<file path="config.mk">
export PLATFORM = sky130hd
export DESIGN_NAME = rms_normalize_vector_flat
export DESIGN_NICKNAME = d
export VERILOG_FILES = /design/src/rtl/core/rmsn_pkg.sv /design/src/rtl/core/rmsn_in_if.sv /design/src/rtl/core/rmsn_out_if.sv /design/src/rtl/core/rmsn_dp.sv /design/src/rtl/core/rmsn_ctrl.sv /design/src/rtl/core/rms_normalize_vector.sv /design/src/flat_wrapper.sv
export VERILOG_INCLUDE_DIRS = /design/src /design/src/rtl/core
export SDC_FILE = /design/constraint.sdc
export NUM_CORES = 2
export LEC_CHECK = 0
export ABC_AREA = 1
export BUFFER_PORTS_ARGS = -buffer_cell sky130_fd_sc_hd__buf_2
export CORE_UTILIZATION = 55
export CTS_CLUSTER_DIAMETER = 80
export DETAILED_ROUTE_END_ITERATION = 12
export GPL_ROUTABILITY_DRIVEN = 0
export PLACE_DENSITY = 0.79
export SLEW_MARGIN = 20
export SYNTH_ARGS = -nofsm -noshare
export SYNTH_HDL_FRONTEND = slang
export SYNTH_HIERARCHICAL = 1
export SYNTH_SLANG_ARGS = --single-unit
</file>
<file path="constraint.sdc">
create_clock -name i_clk -period 20.5 [get_ports i_clk]
set_input_delay 1.025 -clock i_clk [delete_from_list [all_inputs] [get_ports i_clk]]
set_output_delay 1.025 -clock i_clk [all_outputs]
set_load 0.05 [all_outputs]
</file>
<file path="src/rtl/core/assert_macros.svh">
// Assertion macros shared by the RMS normalization RTL.
`ifndef ASSERT_MACROS_SVH
`define ASSERT_MACROS_SVH

// Same-cycle implication, disabled while reset is asserted.
`define RMSN_ASSERT_IMP(lbl, clk, rst_n, ante, cons) \
    lbl: assert property (@(posedge clk) disable iff (!rst_n) (ante) |-> (cons)) \
        else $error("rmsn assertion failed");

// Next-cycle implication, disabled while reset is asserted.
`define RMSN_ASSERT_NXT(lbl, clk, rst_n, ante, cons) \
    lbl: assert property (@(posedge clk) disable iff (!rst_n) (ante) |=> (cons)) \
        else $error("rmsn assertion failed");

`endif

</file>
<file path="src/rtl/core/rmsn_pkg.sv">
// Package with widths, constants, command and status types for the RMS normalizer.
`timescale 1ns / 1ps
`default_nettype none
package rmsn_pkg;

    // Field and register widths.
    localparam int unsigned DATA_W   = 16;
    localparam int unsigned LEN_W    = 13;
    localparam int unsigned EPS_W    = 25;
    localparam int unsigned SUM_W    = 48;
    localparam int unsigned SCALE_W  = 32;
    localparam int unsigned PROD_W   = 32;
    localparam int unsigned MAG_W    = 63;
    localparam int unsigned DIVQ_W   = 64;
    localparam int unsigned DIVR_W   = 49;
    localparam int unsigned STEP_W   = 6;
    localparam int unsigned CFG_W    = 25;

    // Longest vector supported.
    localparam logic [LEN_W-1:0] MAX_LENGTH = 13'd4096;

    // Reset values of the configuration registers.
    localparam logic [LEN_W-1:0] LEN_RESET = 13'd4096;
    localparam logic [EPS_W-1:0] EPS_RESET = 25'd17;

    localparam logic [SUM_W-1:0]   SUM_MAX   = {SUM_W{1'b1}};
    localparam logic [SCALE_W-1:0] SCALE_MAX = {SCALE_W{1'b1}};

    // Configuration register indexes.
    typedef enum logic [0:0] {
        CFG_VECTOR_LENGTH = 1'b0,
        CFG_EPSILON       = 1'b1
    } t_cfg_index;

    // Commands from the controller to the datapath.
    typedef struct packed {
        logic load;
        logic square;
        logic accum;
        logic div_init_len;
        logic div_init_v;
        logic div_step;
        logic scale_max;
        logic sqrt_step;
        logic mul_xw;
        logic mul_scale;
        logic emit;
    } t_dp_cmd;

    // Status from the datapath to the controller.
    typedef struct packed {
        logic scale_ready;
        logic step_last;
        logic sqrt_last;
        logic v_small;
    } t_dp_status;

    // Length as used by the arithmetic: zero counts as one, capped at the maximum.
    function automatic logic [LEN_W-1:0] eff_length(input logic [LEN_W-1:0] len);
        logic [LEN_W-1:0] res;
        res = len;
        if (len == '0) begin
            res = {{(LEN_W-1){1'b0}}, 1'b1};
        end else if (len > MAX_LENGTH) begin
            res = MAX_LENGTH;
        end
        return res;
    endfunction

endpackage
`default_nettype wire

</file>
<file path="src/rtl/core/rmsn_in_if.sv">
// Input channel: one sample word with its mode and gain.
`timescale 1ns / 1ps
`default_nettype none
interface rmsn_in_if import rmsn_pkg::*; ();
    logic                     valid;
    logic                     ready;
    logic                     mode;
    logic signed [DATA_W-1:0] x_value;
    logic signed [DATA_W-1:0] weight_value;

    modport source (output valid, mode, x_value, weight_value, input ready);
    modport sink   (input valid, mode, x_value, weight_value, output ready);
endinterface
`default_nettype wire

</file>
<file path="src/rtl/core/rmsn_out_if.sv">
// Output channel: one normalized sample word with its flags.
`timescale 1ns / 1ps
`default_nettype none
interface rmsn_out_if import rmsn_pkg::*; ();
    logic                     valid;
    logic                     ready;
    logic signed [DATA_W-1:0] y_value;
    logic                     last;
    logic                     saturated;

    modport source (output valid, y_value, last, saturated, input ready);
    modport sink   (input valid, y_value, last, saturated, output ready);
endinterface
`default_nettype wire

</file>
<file path="src/rtl/core/rmsn_dp.sv">
// Datapath: configuration, running sum, shared divide/square-root unit and output word.
`timescale 1ns / 1ps
`default_nettype none
`include "assert_macros.svh"
module rmsn_dp import rmsn_pkg::*; (
    input  wire logic                     i_clk,
    input  wire logic                     i_rst_n,
    input  wire logic                     i_cfg_we,
    input  wire logic [0:0]               i_cfg_index,
    input  wire logic [CFG_W-1:0]         i_cfg_data,
    input  wire logic signed [DATA_W-1:0] i_x_value,
    input  wire logic signed [DATA_W-1:0] i_weight_value,
    input  wire t_dp_cmd                  i_cmd,
    output t_dp_status                    o_status,
    output logic signed [DATA_W-1:0]      o_y_value,
    output logic                          o_last,
    output logic                          o_saturated
);

    // Configuration and vector state.
    logic [LEN_W-1:0]   r_vector_length;
    logic [EPS_W-1:0]   r_epsilon;
    logic [SUM_W-1:0]   r_sum;
    logic [LEN_W-1:0]   r_count;
    logic [SCALE_W-1:0] r_scale;
    logic               r_scale_ready;

    // Working registers.
    logic signed [DATA_W-1:0] r_x;
    logic signed [DATA_W-1:0] r_w;
    logic signed [PROD_W-1:0] r_prod;
    logic [MAG_W-1:0]         r_mag;
    logic                     r_neg;
    logic [DIVQ_W-1:0]        r_quo;
    logic [DIVR_W-1:0]        r_rem;
    logic [DIVR_W-1:0]        r_divisor;
    logic [SCALE_W-1:0]       r_root;
    logic [STEP_W-1:0]        r_step;

    // Output word.
    logic signed [DATA_W-1:0] r_y;
    logic                     r_last;
    logic                     r_sat;

    logic [LEN_W-1:0]    len_eff;
    logic [SUM_W:0]      sum_ext;
    logic [DIVR_W-1:0]   v_value;
    logic [DIVR_W:0]     div_rem_s;
    logic [DIVR_W:0]     div_diff;
    logic                div_ge;
    logic                sq_first;
    logic [SCALE_W:0]    sq_rem_cur;
    logic [SCALE_W-1:0]  sq_root_cur;
    logic [SCALE_W+2:0]  sq_rem_s;
    logic [SCALE_W+1:0]  sq_trial;
    logic                sq_ge;
    logic [SCALE_W+2:0]  sq_diff;
    logic [SCALE_W-1:0]  sq_root_new;
    logic [PROD_W-1:0]   prod_abs;
    logic [MAG_W-1:0]    mag_prod;
    logic [MAG_W-1:0]    mag_rnd;
    logic [28:0]         rnd;
    logic                sat_now;
    logic [DATA_W:0]     neg_mag;
    logic [DATA_W:0]     neg_y;
    logic signed [DATA_W-1:0] y_now;
    logic [LEN_W-1:0]    cnt_next;
    logic                last_now;

    assign len_eff = eff_length(r_vector_length);
    assign sum_ext = {1'b0, r_sum} + {{(SUM_W-PROD_W+2){1'b0}}, r_prod[PROD_W-2:0]};
    assign v_value = {1'b0, r_quo[SUM_W-1:0]} + {{(DIVR_W-EPS_W){1'b0}}, r_epsilon};

    // One restoring divide step: remainder picks up the next dividend bit.
    assign div_rem_s = {r_rem, r_quo[DIVQ_W-1]};
    assign div_diff  = div_rem_s - {1'b0, r_divisor};
    assign div_ge    = (div_rem_s >= {1'b0, r_divisor});

    // One square-root step: two radicand bits a step, first step starts from zero.
    assign sq_first    = (r_step == '0);
    assign sq_rem_cur  = sq_first ? '0 : r_rem[SCALE_W:0];
    assign sq_root_cur = sq_first ? '0 : r_root;
    assign sq_rem_s    = {sq_rem_cur, r_quo[DIVQ_W-1 -: 2]};
    assign sq_trial    = {sq_root_cur, 2'b01};
    assign sq_ge       = (sq_rem_s >= {1'b0, sq_trial});
    assign sq_diff     = sq_rem_s - {1'b0, sq_trial};
    assign sq_root_new = {sq_root_cur[SCALE_W-2:0], sq_ge};

    // Magnitude of x*w, at most 2^30.
    assign prod_abs = r_prod[PROD_W-1] ? (~r_prod + 1'b1) : r_prod;

    // Full-width product of the magnitude and the scale.
    assign mag_prod = prod_abs[PROD_W-2:0] * r_scale;

    // Round to nearest, ties away from zero, then clip.
    assign mag_rnd = r_mag + (MAG_W'(1) << 33);
    assign rnd     = mag_rnd[MAG_W-1:34];
    assign neg_mag = (rnd > 29'd32768) ? 17'd32768 : rnd[DATA_W:0];
    assign neg_y   = ~neg_mag + 1'b1;
    always_comb begin
        if (r_neg) begin
            sat_now = (rnd > 29'd32768);
            y_now   = neg_y[DATA_W-1:0];
        end else begin
            sat_now = (rnd > 29'd32767);
            y_now   = sat_now ? 16'sd32767 : rnd[DATA_W-1:0];
        end
    end

    assign cnt_next = r_count + 1'b1;
    assign last_now = (cnt_next >= len_eff);

    // Configuration registers.
    always_ff @(posedge i_clk) begin
        if (!i_rst_n) begin
            r_vector_length <= LEN_RESET;
            r_epsilon       <= EPS_RESET;
        end else if (i_cfg_we) begin
            case (t_cfg_index'(i_cfg_index))
                CFG_VECTOR_LENGTH: r_vector_length <= i_cfg_data[LEN_W-1:0];
                CFG_EPSILON:       r_epsilon       <= i_cfg_data[EPS_W-1:0];
                default: ;
            endcase
        end
    end

    // Vector state: sum, count and scale.
    always_ff @(posedge i_clk) begin
        if (!i_rst_n) begin
            r_sum         <= '0;
            r_count       <= '0;
            r_scale       <= '0;
            r_scale_ready <= 1'b0;
        end else begin
            if (i_cmd.accum) begin
                r_sum <= sum_ext[SUM_W] ? SUM_MAX : sum_ext[SUM_W-1:0];
            end
            if (i_cmd.scale_max) begin
                r_scale       <= SCALE_MAX;
                r_scale_ready <= 1'b1;
            end
            if (i_cmd.sqrt_step && o_status.sqrt_last) begin
                r_scale       <= sq_root_new;
                r_scale_ready <= 1'b1;
            end
            if (i_cmd.emit) begin
                if (last_now) begin
                    r_sum         <= '0;
                    r_count       <= '0;
                    r_scale       <= '0;
                    r_scale_ready <= 1'b0;
                end else begin
                    r_count <= cnt_next;
                end
            end
        end
    end

    // Sample capture and multipliers.
    always_ff @(posedge i_clk) begin
        if (i_cmd.load) begin
            r_x <= i_x_value;
            r_w <= i_weight_value;
        end
        if (i_cmd.square) begin
            r_prod <= r_x * r_x;
        end
        if (i_cmd.mul_xw) begin
            r_prod <= r_x * r_w;
        end
        if (i_cmd.mul_scale) begin
            r_mag <= mag_prod;
            r_neg <= r_prod[PROD_W-1];
        end
    end

    // Shared divide / square-root unit.
    always_ff @(posedge i_clk) begin
        if (!i_rst_n) begin
            r_step <= '0;
        end else begin
            if (i_cmd.div_init_len || i_cmd.div_init_v) begin
                r_step <= '0;
            end else if (i_cmd.div_step) begin
                r_step <= r_step + 1'b1;
            end else if (i_cmd.sqrt_step) begin
                r_step <= o_status.sqrt_last ? '0 : r_step + 1'b1;
            end
        end
    end

    always_ff @(posedge i_clk) begin
        if (i_cmd.div_init_len) begin
            r_quo     <= {{(DIVQ_W-SUM_W){1'b0}}, r_sum};
            r_rem     <= '0;
            r_divisor <= {{(DIVR_W-LEN_W){1'b0}}, len_eff};
        end else if (i_cmd.div_init_v) begin
            // Dividend 2^64: the leading one starts in the remainder.
            r_quo     <= '0;
            r_rem     <= {{(DIVR_W-1){1'b0}}, 1'b1};
            r_divisor <= v_value;
        end else if (i_cmd.div_step) begin
            r_quo <= {r_quo[DIVQ_W-2:0], div_ge};
            r_rem <= div_ge ? div_diff[DIVR_W-1:0] : div_rem_s[DIVR_W-1:0];
        end else if (i_cmd.sqrt_step) begin
            r_quo  <= {r_quo[DIVQ_W-3:0], 2'b00};
            r_rem  <= {{(DIVR_W-SCALE_W-1){1'b0}},
                       sq_ge ? sq_diff[SCALE_W:0] : sq_rem_s[SCALE_W:0]};
            r_root <= sq_root_new;
        end
    end

    // Output word register.
    always_ff @(posedge i_clk) begin
        if (i_cmd.emit) begin
            r_y    <= y_now;
            r_last <= last_now;
            r_sat  <= sat_now;
        end
    end

    assign o_status.scale_ready = r_scale_ready;
    assign o_status.step_last   = (r_step == {STEP_W{1'b1}});
    assign o_status.sqrt_last   = (r_step == STEP_W'(SCALE_W - 1));
    assign o_status.v_small     = (v_value <= DIVR_W'(1));

    assign o_y_value   = r_y;
    assign o_last      = r_last;
    assign o_saturated = r_sat;

    `RMSN_ASSERT_IMP(a_scale_clear, i_clk, i_rst_n, !r_scale_ready, r_scale == '0)
    `RMSN_ASSERT_NXT(a_last_clears, i_clk, i_rst_n, i_cmd.emit && last_now, r_count == '0 && r_sum == '0)

endmodule
`default_nettype wire

</file>
<file path="src/rtl/core/rmsn_ctrl.sv">
// Controller: sequences accumulate, scale computation and emit, owns the handshakes.
`timescale 1ns / 1ps
`default_nettype none
`include "assert_macros.svh"
module rmsn_ctrl import rmsn_pkg::*; (
    input  wire logic       i_clk,
    input  wire logic       i_rst_n,
    input  wire logic       i_in_valid,
    input  wire logic       i_in_mode,
    output logic            o_in_ready,
    input  wire logic       i_out_ready,
    output logic            o_out_valid,
    input  wire t_dp_status i_status,
    output t_dp_cmd         o_cmd
);

    typedef enum logic [9:0] {
        S_IDLE   = 10'b00_0000_0001,
        S_SQUARE = 10'b00_0000_0010,
        S_ACCUM  = 10'b00_0000_0100,
        S_DIVLEN = 10'b00_0000_1000,
        S_EPS    = 10'b00_0001_0000,
        S_DIVV   = 10'b00_0010_0000,
        S_SQRT   = 10'b00_0100_0000,
        S_MULXW  = 10'b00_1000_0000,
        S_MULSC  = 10'b01_0000_0000,
        S_EMIT   = 10'b10_0000_0000
    } t_state;

    t_state r_state;
    t_state n_state;
    logic   r_out_valid;
    logic   n_out_valid;

    // Next state and datapath commands.
    always_comb begin
        n_state    = r_state;
        o_cmd      = '0;
        o_in_ready = 1'b0;
        case (r_state)
            S_IDLE: begin
                o_in_ready = 1'b1;
                if (i_in_valid) begin
                    o_cmd.load = 1'b1;
                    if (!i_in_mode) begin
                        n_state = S_SQUARE;
                    end else if (i_status.scale_ready) begin
                        n_state = S_MULXW;
                    end else begin
                        o_cmd.div_init_len = 1'b1;
                        n_state            = S_DIVLEN;
                    end
                end
            end
            S_SQUARE: begin
                o_cmd.square = 1'b1;
                n_state      = S_ACCUM;
            end
            S_ACCUM: begin
                o_cmd.accum = 1'b1;
                n_state     = S_IDLE;
            end
            S_DIVLEN: begin
                o_cmd.div_step = 1'b1;
                if (i_status.step_last) begin
                    n_state = S_EPS;
                end
            end
            S_EPS: begin
                if (i_status.v_small) begin
                    o_cmd.scale_max = 1'b1;
                    n_state         = S_MULXW;
                end else begin
                    o_cmd.div_init_v = 1'b1;
                    n_state          = S_DIVV;
                end
            end
            S_DIVV: begin
                o_cmd.div_step = 1'b1;
                if (i_status.step_last) begin
                    n_state = S_SQRT;
                end
            end
            S_SQRT: begin
                o_cmd.sqrt_step = 1'b1;
                if (i_status.sqrt_last) begin
                    n_state = S_MULXW;
                end
            end
            S_MULXW: begin
                o_cmd.mul_xw = 1'b1;
                n_state      = S_MULSC;
            end
            S_MULSC: begin
                o_cmd.mul_scale = 1'b1;
                n_state         = S_EMIT;
            end
            S_EMIT: begin
                if (!r_out_valid || i_out_ready) begin
                    o_cmd.emit = 1'b1;
                    n_state    = S_IDLE;
                end
            end
            default: begin
                n_state = S_IDLE;
            end
        endcase
    end

    // Output word valid: set on emit, cleared when the word is taken.
    always_comb begin
        n_out_valid = r_out_valid;
        if (o_cmd.emit) begin
            n_out_valid = 1'b1;
        end else if (i_out_ready) begin
            n_out_valid = 1'b0;
        end
    end

    always_ff @(posedge i_clk) begin
        if (!i_rst_n) begin
            r_state     <= S_IDLE;
            r_out_valid <= 1'b0;
        end else begin
            r_state     <= n_state;
            r_out_valid <= n_out_valid;
        end
    end

    assign o_out_valid = r_out_valid;

    `RMSN_ASSERT_NXT(a_emit_sets_valid, i_clk, i_rst_n, o_cmd.emit, o_out_valid)
    `RMSN_ASSERT_NXT(a_sqrt_sets_scale, i_clk, i_rst_n, (r_state == S_SQRT) && i_status.sqrt_last, i_status.scale_ready)
    `RMSN_ASSERT_NXT(a_emit_waits, i_clk, i_rst_n, (r_state == S_EMIT) && r_out_valid && !i_out_ready, r_state == S_EMIT)

endmodule
`default_nettype wire

</file>
<file path="src/rtl/core/rms_normalize_vector.sv">
// RMS normalization of one vector: top level joining controller and datapath.
// Accumulate word: accepted, squared and added to the sum before the next word is taken.
// Emit word with the scale held: multiplied by its weight, then by the scale; the result word
// is registered in the emit step, which a waiting output word holds, before the next is taken.
// First emit word of a vector first computes the scale: 64-step divide by length,
// epsilon add, 64-step divide into 2^64 and 32-step square root, or a clip after the add.
// Synchronous active-low reset puts control state, sum, count, scale and config at defaults.
`timescale 1ns / 1ps
`default_nettype none
module rms_normalize_vector import rmsn_pkg::*; (
    input  wire logic             i_clk,
    input  wire logic             i_rst_n,
    input  wire logic             i_cfg_we,
    input  wire logic [0:0]       i_cfg_index,
    input  wire logic [CFG_W-1:0] i_cfg_data,
    rmsn_in_if.sink               i_in,
    rmsn_out_if.source            o_out
);

    t_dp_cmd    cmd;
    t_dp_status status;

    rmsn_ctrl u_ctrl (
        .i_clk       (i_clk),
        .i_rst_n     (i_rst_n),
        .i_in_valid  (i_in.valid),
        .i_in_mode   (i_in.mode),
        .o_in_ready  (i_in.ready),
        .i_out_ready (o_out.ready),
        .o_out_valid (o_out.valid),
        .i_status    (status),
        .o_cmd       (cmd)
    );

    rmsn_dp u_dp (
        .i_clk          (i_clk),
        .i_rst_n        (i_rst_n),
        .i_cfg_we       (i_cfg_we),
        .i_cfg_index    (i_cfg_index),
        .i_cfg_data     (i_cfg_data),
        .i_x_value      (i_in.x_value),
        .i_weight_value (i_in.weight_value),
        .i_cmd          (cmd),
        .o_status       (status),
        .o_y_value      (o_out.y_value),
        .o_last         (o_out.last),
        .o_saturated    (o_out.saturated)
    );

endmodule
`default_nettype wire

</file>
<file path="src/flat_wrapper.sv">
// flat-port wrapper written by rule: the top's interface ports become plain ports
module rms_normalize_vector_flat import rmsn_pkg::*;
  (i_clk, i_rst_n, i_cfg_we, i_cfg_index, i_cfg_data, i_in_valid, i_in_mode, i_in_x_value, i_in_weight_value, i_in_ready, o_out_valid, o_out_y_value, o_out_last, o_out_saturated, o_out_ready);
  rmsn_in_if i_in_i ();
  rmsn_out_if o_out_i ();
  input  wire logic i_clk;
  input  wire logic i_rst_n;
  input  wire logic i_cfg_we;
  input  wire logic [0:0] i_cfg_index;
  input  wire logic [CFG_W-1:0] i_cfg_data;
  input wire logic [$bits(i_in_i.valid)-1:0] i_in_valid;
  input wire logic [$bits(i_in_i.mode)-1:0] i_in_mode;
  input wire logic [$bits(i_in_i.x_value)-1:0] i_in_x_value;
  input wire logic [$bits(i_in_i.weight_value)-1:0] i_in_weight_value;
  output wire logic [$bits(i_in_i.ready)-1:0] i_in_ready;
  output wire logic [$bits(o_out_i.valid)-1:0] o_out_valid;
  output wire logic [$bits(o_out_i.y_value)-1:0] o_out_y_value;
  output wire logic [$bits(o_out_i.last)-1:0] o_out_last;
  output wire logic [$bits(o_out_i.saturated)-1:0] o_out_saturated;
  input wire logic [$bits(o_out_i.ready)-1:0] o_out_ready;
  assign i_in_i.valid = i_in_valid;
  assign i_in_i.mode = i_in_mode;
  assign i_in_i.x_value = i_in_x_value;
  assign i_in_i.weight_value = i_in_weight_value;
  assign i_in_ready = i_in_i.ready;
  assign o_out_valid = o_out_i.valid;
  assign o_out_y_value = o_out_i.y_value;
  assign o_out_last = o_out_i.last;
  assign o_out_saturated = o_out_i.saturated;
  assign o_out_i.ready = o_out_ready;
  rms_normalize_vector u_core (.i_clk(i_clk), .i_rst_n(i_rst_n), .i_cfg_we(i_cfg_we), .i_cfg_index(i_cfg_index), .i_cfg_data(i_cfg_data), .i_in(i_in_i), .o_out(o_out_i));
endmodule
</file>
Word level (Yosys, flattened, before mapping)
Index checks and enable logic that the tools add are counted.
- memory bits (read-only): 0
- output and inout port bits: 20
- memory bits (writable): 0
- register bits after elaboration: 489
- memories kept: 0
- bits in latches: 0
- add/sub/neg operators: 9
- bitwise operators: 7
- div/mod/pow operators: 0
- muxes and demuxes: 68
- reductions and logical operators: 19
- shift operators: 0
- equality and inequality tests: 17
- order comparisons: 7
- multiply operators: 3
- operator list (operator ; number):
    48-bit two-way mux ; 6
    32-bit two-way mux ; 7
    49-bit two-way mux ; 3
    64-bit two-way mux ; 2
    10-bit case mux with 9 select lines ; 1
    33-bit two-way mux ; 2
    13-bit two-way mux ; 5
    16-bit by 16-bit multiplier with 32-bit output ; 2
    63-bit by 34-bit adder with 63-bit output (second input constant) ; 1
    31-bit by 32-bit multiplier with 63-bit output ; 1
    10-bit two-way mux ; 6
    50-bit by 49-bit greater-or-equal comparator with 1-bit output ; 1
    48-bit by 25-bit adder with 49-bit output ; 1
    48-bit by 31-bit adder with 49-bit output ; 1
    49-bit by 1-bit <= comparator with 1-bit output (second input constant) ; 1
    49-bit subtractor ; 1
    16-bit two-way mux ; 3
    35-bit by 34-bit greater-or-equal comparator with 1-bit output ; 1
    33-bit subtractor ; 1
    31-bit by 1-bit adder with 31-bit output (second input constant) ; 1
    31-bit two-way mux ; 1
    31-bit inverter ; 1
    29-bit by 15-bit greater-than comparator with 1-bit output (second input constant) ; 1
    29-bit by 16-bit greater-than comparator with 1-bit output (second input constant) ; 1
    36 further kinds ; 79

Depth between registers and ports, before layout
- depth after elaboration: 8
- mapped depth: 43
- gate-level depth less buffers: 42

Cells and area by module
Netlist, hierarchy kept.
- modules (own cells, without submodules) (module ; cells an instance ; area an instance (um^2) ; times used ; seq. area each (um^2)):
    rmsn_dp ; 10448 ; 80479.7 ; 1 ; 10970.5
    rmsn_ctrl ; 146 ; 925.9 ; 1 ; 220.2

Worst setup path before layout
OpenSTA, ideal clock, no wires.
- kind: register to register
- start point: register u_core.u_dp.r_prod[1]
- end point: register u_core.u_dp.r_mag[57] (data pin)
- path slack: 12.458 ns
- arrival time: 7.790 ns
- data required time: 20.248 ns
- period minus slack after synthesis: 8.042 ns
- cell stages (with the launch flop): 40
- buffers on the path: 1
- path through: edfxtp_1 -> inv_1 -> ha_1 -> inv_1 -> nor3_1 -> inv_1 -> nor2_1 -> nand2_1 -> inv_1 -> nand3_1 -> nand2_1 -> or2_2 -> nand2_1 -> inv_1 -> clkbuf_1 -> nor2_1 -> fa_1 -> inv_1 -> [4 not listed] -> fa_1 -> inv_1 -> fa_1 -> fa_1 -> fa_1 -> fa_1 -> ha_1 -> a21oi_1 -> inv_1 -> a21oi_1 -> nor2_1 -> nor2_1 -> o21a_1 -> nor3_1 -> a2111oi_0 -> nand2_1 -> nand2_1 -> nand2_1
- cells in the longest elaborated chain, start to end: 4
- RTL lines (element ; line ; RTL):
    start: declaration ; rmsn_dp.sv:31 ; logic signed [PROD_W-1:0] r_prod;
    start signal: assignment ; rmsn_dp.sv:166 ; r_prod <= r_x * r_x;
    start signal: assignment ; rmsn_dp.sv:169 ; r_prod <= r_x * r_w;
    31-bit inverter ; rmsn_dp.sv:90 ; assign prod_abs = r_prod[PROD_W-1] ? (~r_prod + 1'b1) : r_prod;
    31-bit by 1-bit adder with 31-bit output ; rmsn_dp.sv:90 ;
    31-bit two-way mux (*) ; rmsn_dp.sv:90 ;
    31-bit by 32-bit multiplier with 63-bit output (*) ; rmsn_dp.sv:93 ; assign mag_prod = prod_abs[PROD_W-2:0] * r_scale;
    named net u_core.u_dp.mag_prod[57] ; rmsn_dp.sv:60 ; logic [MAG_W-1:0] mag_prod;
    end signal: assignment ; rmsn_dp.sv:172 ; r_mag <= mag_prod;
    end: declaration ; rmsn_dp.sv:32 ; logic [MAG_W-1:0] r_mag;
The timed path passes the listed nets; every way through them passes the cells marked *.
A chain may end at the register's enable or synchronous reset.

Final worst setup path
- start point: register u_core.u_dp.r_prod[0]
- end point: register u_core.u_dp.r_mag[54] (data pin)
Same word-level chain as after synthesis.

==> impl_metrics.ini <==
[placed_design]
hpwl_um = 196000
portBuffers = 83

[clock_network]
holdBufCountCts = 0
cts-buffers-inserted = 55
clkTransAtPathRegs_ns = 0.06
tritoncts = yes
cts_resized = 0
h-tree-depth = 2
cts.sinks = 456
post_cts.repair.setup_buffers = 0
root_buffer = clkbuf_16
clockBufferDepth = 3
clock_latency_ns = 0.71

[cells_and_area]
finalNetCount = 12400
area_delta_synth_final_pct = 4.87
seq_area_um2 = 11200
final_cell_mix = inv_1 (2,385), nand2_1 (2,199), fa_1 (1,370), nor2_1 (1,114), ha_1 (578)
fill_cells = 12700
drive_gt1_share_pct = 3.63
final_common_cell = inv_1
multiInputGateArea_um2 = 59700
utilization_pct = 58.4

[routing]
ant_nets = 0
viasPerCell = 5.75
wl_um = 244000
avgRoutedWirePerCell_um = 19.6
drcViolationCount = 2
first_pass_iters = 13
drtIter0Drc = 6925
dr_total_vias = 71400

[timing]
finalHoldViolCount = 0
fin_setup_tns_ns = 0
min_period_ns = 9.90
period_share_pct = 48.3
rsz0062_at_grt = no
fin_skew_ns = 0.0775
fmax_mhz = 101
worstMarginPinSlew_ns = 1.36
relSlewSlack_pct = 9.23
slew_violations = 0
setup_viol = 0

[yosys]
seq_area_frac_synth_pct = 13.7
netlist_instances = 10600
syn_nets = 12600
yosysTopAreaCellShare_pct = 33.7
synth-main-ff-cell = dfxtp_1
synthTopCellsByArea = fa_1 (34%), inv_1 (11%), nand2_1 (10%), ha_1 (8.9%), edfxtp_1 (7.6%)
synth_edf_count = 206
avgSynthCellArea_um2 = 7.68
async_reset_ff_share_pct = 0
syn_area_um2 = 81400
ys_seq_elements = 456
synth_cell_types = 65
yosys_warnings = 6
yosysTopAreaCell = fa_1

[critical_path]
crit_fanout = 33
critPathSlowestCell = inv_1
cpPeakStageDelay_ns = 0.86
critPathKind = reg2reg
critPathRequiredTime_ns = 20.88
crit_arrival_ns = 10.27
crit_buf_inv = 12
crit_family = adder cells
crit_path_frequent_cell = inv_1
worstSetupEndpointType = register
critPathLaunchType = register

[floorplan]
die_area_um2 = 150000
core-area_um2 = 146000
fp.dieH_um = 387
initial_core_util_pct = 55.7
rows = 140
die_x_um = 387
design.portCount = 84

[grt]
grt_overflow = 0
grt_max_degree = 66
groute.usage.overall_pct = 32.7
antenna_found_initial = 6
grt_pass1_wl_um = 388000
grt_pass1_vias = 73700

[run]
maxCapViolations = 0

[hold_path]
min_path_type = reg2reg

[status]
violations = design-rule violations
outcome = finished, violations left
[final timing paths]
kind | startpoint | end | slack [ns] | cells after the start
max | u_core/u_dp/r_prod[0]$_DFFE_PP_ | u_core/u_dp/r_mag[54]$_DFFE_PP_ | 10.60 | 37
min | u_core/u_dp/r_count[4]$_SDFFE_PN0P_ | u_core/u_dp/r_count[4]$_SDFFE_PN0P_ | 0.47 | 2
max reg2reg | u_core/u_dp/r_prod[0]$_DFFE_PP_ | u_core/u_dp/r_mag[54]$_DFFE_PP_ | 10.60 | 37
min reg2reg | u_core/u_dp/r_count[4]$_SDFFE_PN0P_ | u_core/u_dp/r_count[4]$_SDFFE_PN0P_ | 0.47 | 2
[metal layers]
layer,vias to the layer above,routed length (um),global-route usage [%]
li1,31900,-,-
met1,34100,88300,39.6
met2,4251,110000,52.5
met3,1085,28700,8.58
met4,8,17000,19.1
met5,-,59,0.0638
[layout make-up]
cell class | instances | share of cell area, %
clock buffer | 58 | 1.63
inverter | 2420 | 10.6
tap | 1917 | 2.81
sequential | 456 | 13.1
antenna | 6 | 0.0176
clock inverter | 46 | 0.657
timing repair buffer | 163 | 1.19
multi-input combinational | 7336 | 69.9
[per-stage QoR]
step	instance area, um^2	hold slack, ns	cells	setup slack, ns
2_1_floorplan	81400	0.442	10600	12.46
3_3_place_gp	83400	0.453	12300	11.03
6_report	85400	0.472	12400	10.60
4_1_cts	85300	0.470	12400	10.76
3_5_place_dp	83400	0.460	12300	10.80
5_1_grt	85400	0.470	12400	10.05
[tightest hold or removal path: cells and delay by family, from the launching register on]
kind,cells,cell delay [ns]
flip-flops,1,0.31
AO/OA/AOI/OAI,1,0.06
AND/OR/NAND/NOR,1,0.06
[state kept, by name, indices dropped and copies added, names as in the netlist, 10 cells and up]
register / flops
u_core/u_dp/r_mag: 30
u_core/u_dp/r_quo: 64
u_core/u_dp/r_prod: 32
u_core/u_dp/r_root: 32
u_core/u_dp/r_count: 13
u_core/u_dp/r_divisor: 49
u_core/u_dp/o_y_value: 16
u_core/u_ctrl/r_state: 10
u_core/u_dp/r_sum: 48
u_core/u_dp/r_x: 16
u_core/u_dp/r_rem: 49
u_core/u_dp/r_scale: 32
u_core/u_dp/r_epsilon: 25
u_core/u_dp/r_vector_length: 13
u_core/u_dp/r_w: 16
[synth_stat cells (17+ instances only)]
| library cell | number |
|---|---|
| ha_1 | 578 |
| clkbuf_1 | 340 |
| o21bai_1 | 32 |
| o22ai_1 | 50 |
| nand2_1 | 2200 |
| a21o_1 | 36 |
| nor2_1 | 1121 |
| inv_1 | 2387 |
| o211ai_1 | 51 |
| nand4_1 | 60 |
| a31oi_1 | 51 |
| a221oi_1 | 36 |
| or2_2 | 19 |
| o21a_1 | 33 |
| o21ai_0 | 494 |
| dfxtp_1 | 250 |
| a21oi_1 | 439 |
| nand3_1 | 269 |
| o221ai_1 | 17 |
| xor2_1 | 128 |
| nor3_1 | 74 |
| nand3b_1 | 18 |
| nor4_1 | 26 |
| fa_1 | 1370 |
| xnor2_1 | 86 |
| edfxtp_1 | 206 |
| nor2_4 | 22 |
| buf_2 | 24 |
[logic make-up (layout without fill, tap and decap cells)]
group                      after synthesis  count (layout)  share of synthesized area [%]
muxes                                    1               1                         0.0138
DFF                                    456             456                           13.7
other                                    0               6                              0
AOI/OAI and AO/OA                     1303            1303                           9.10
adders and majority gates             1948            1948                           42.6
xor gates and xnor gates               214             214                           2.30
and+or+nand+nor                       3870            3870                           19.3
buffers and inverters                 2802            2687                           13.0
Power is left out: the tool's default activity adds up to more than one toggle a clock period on the data nets, which glitch-free logic cannot reach.
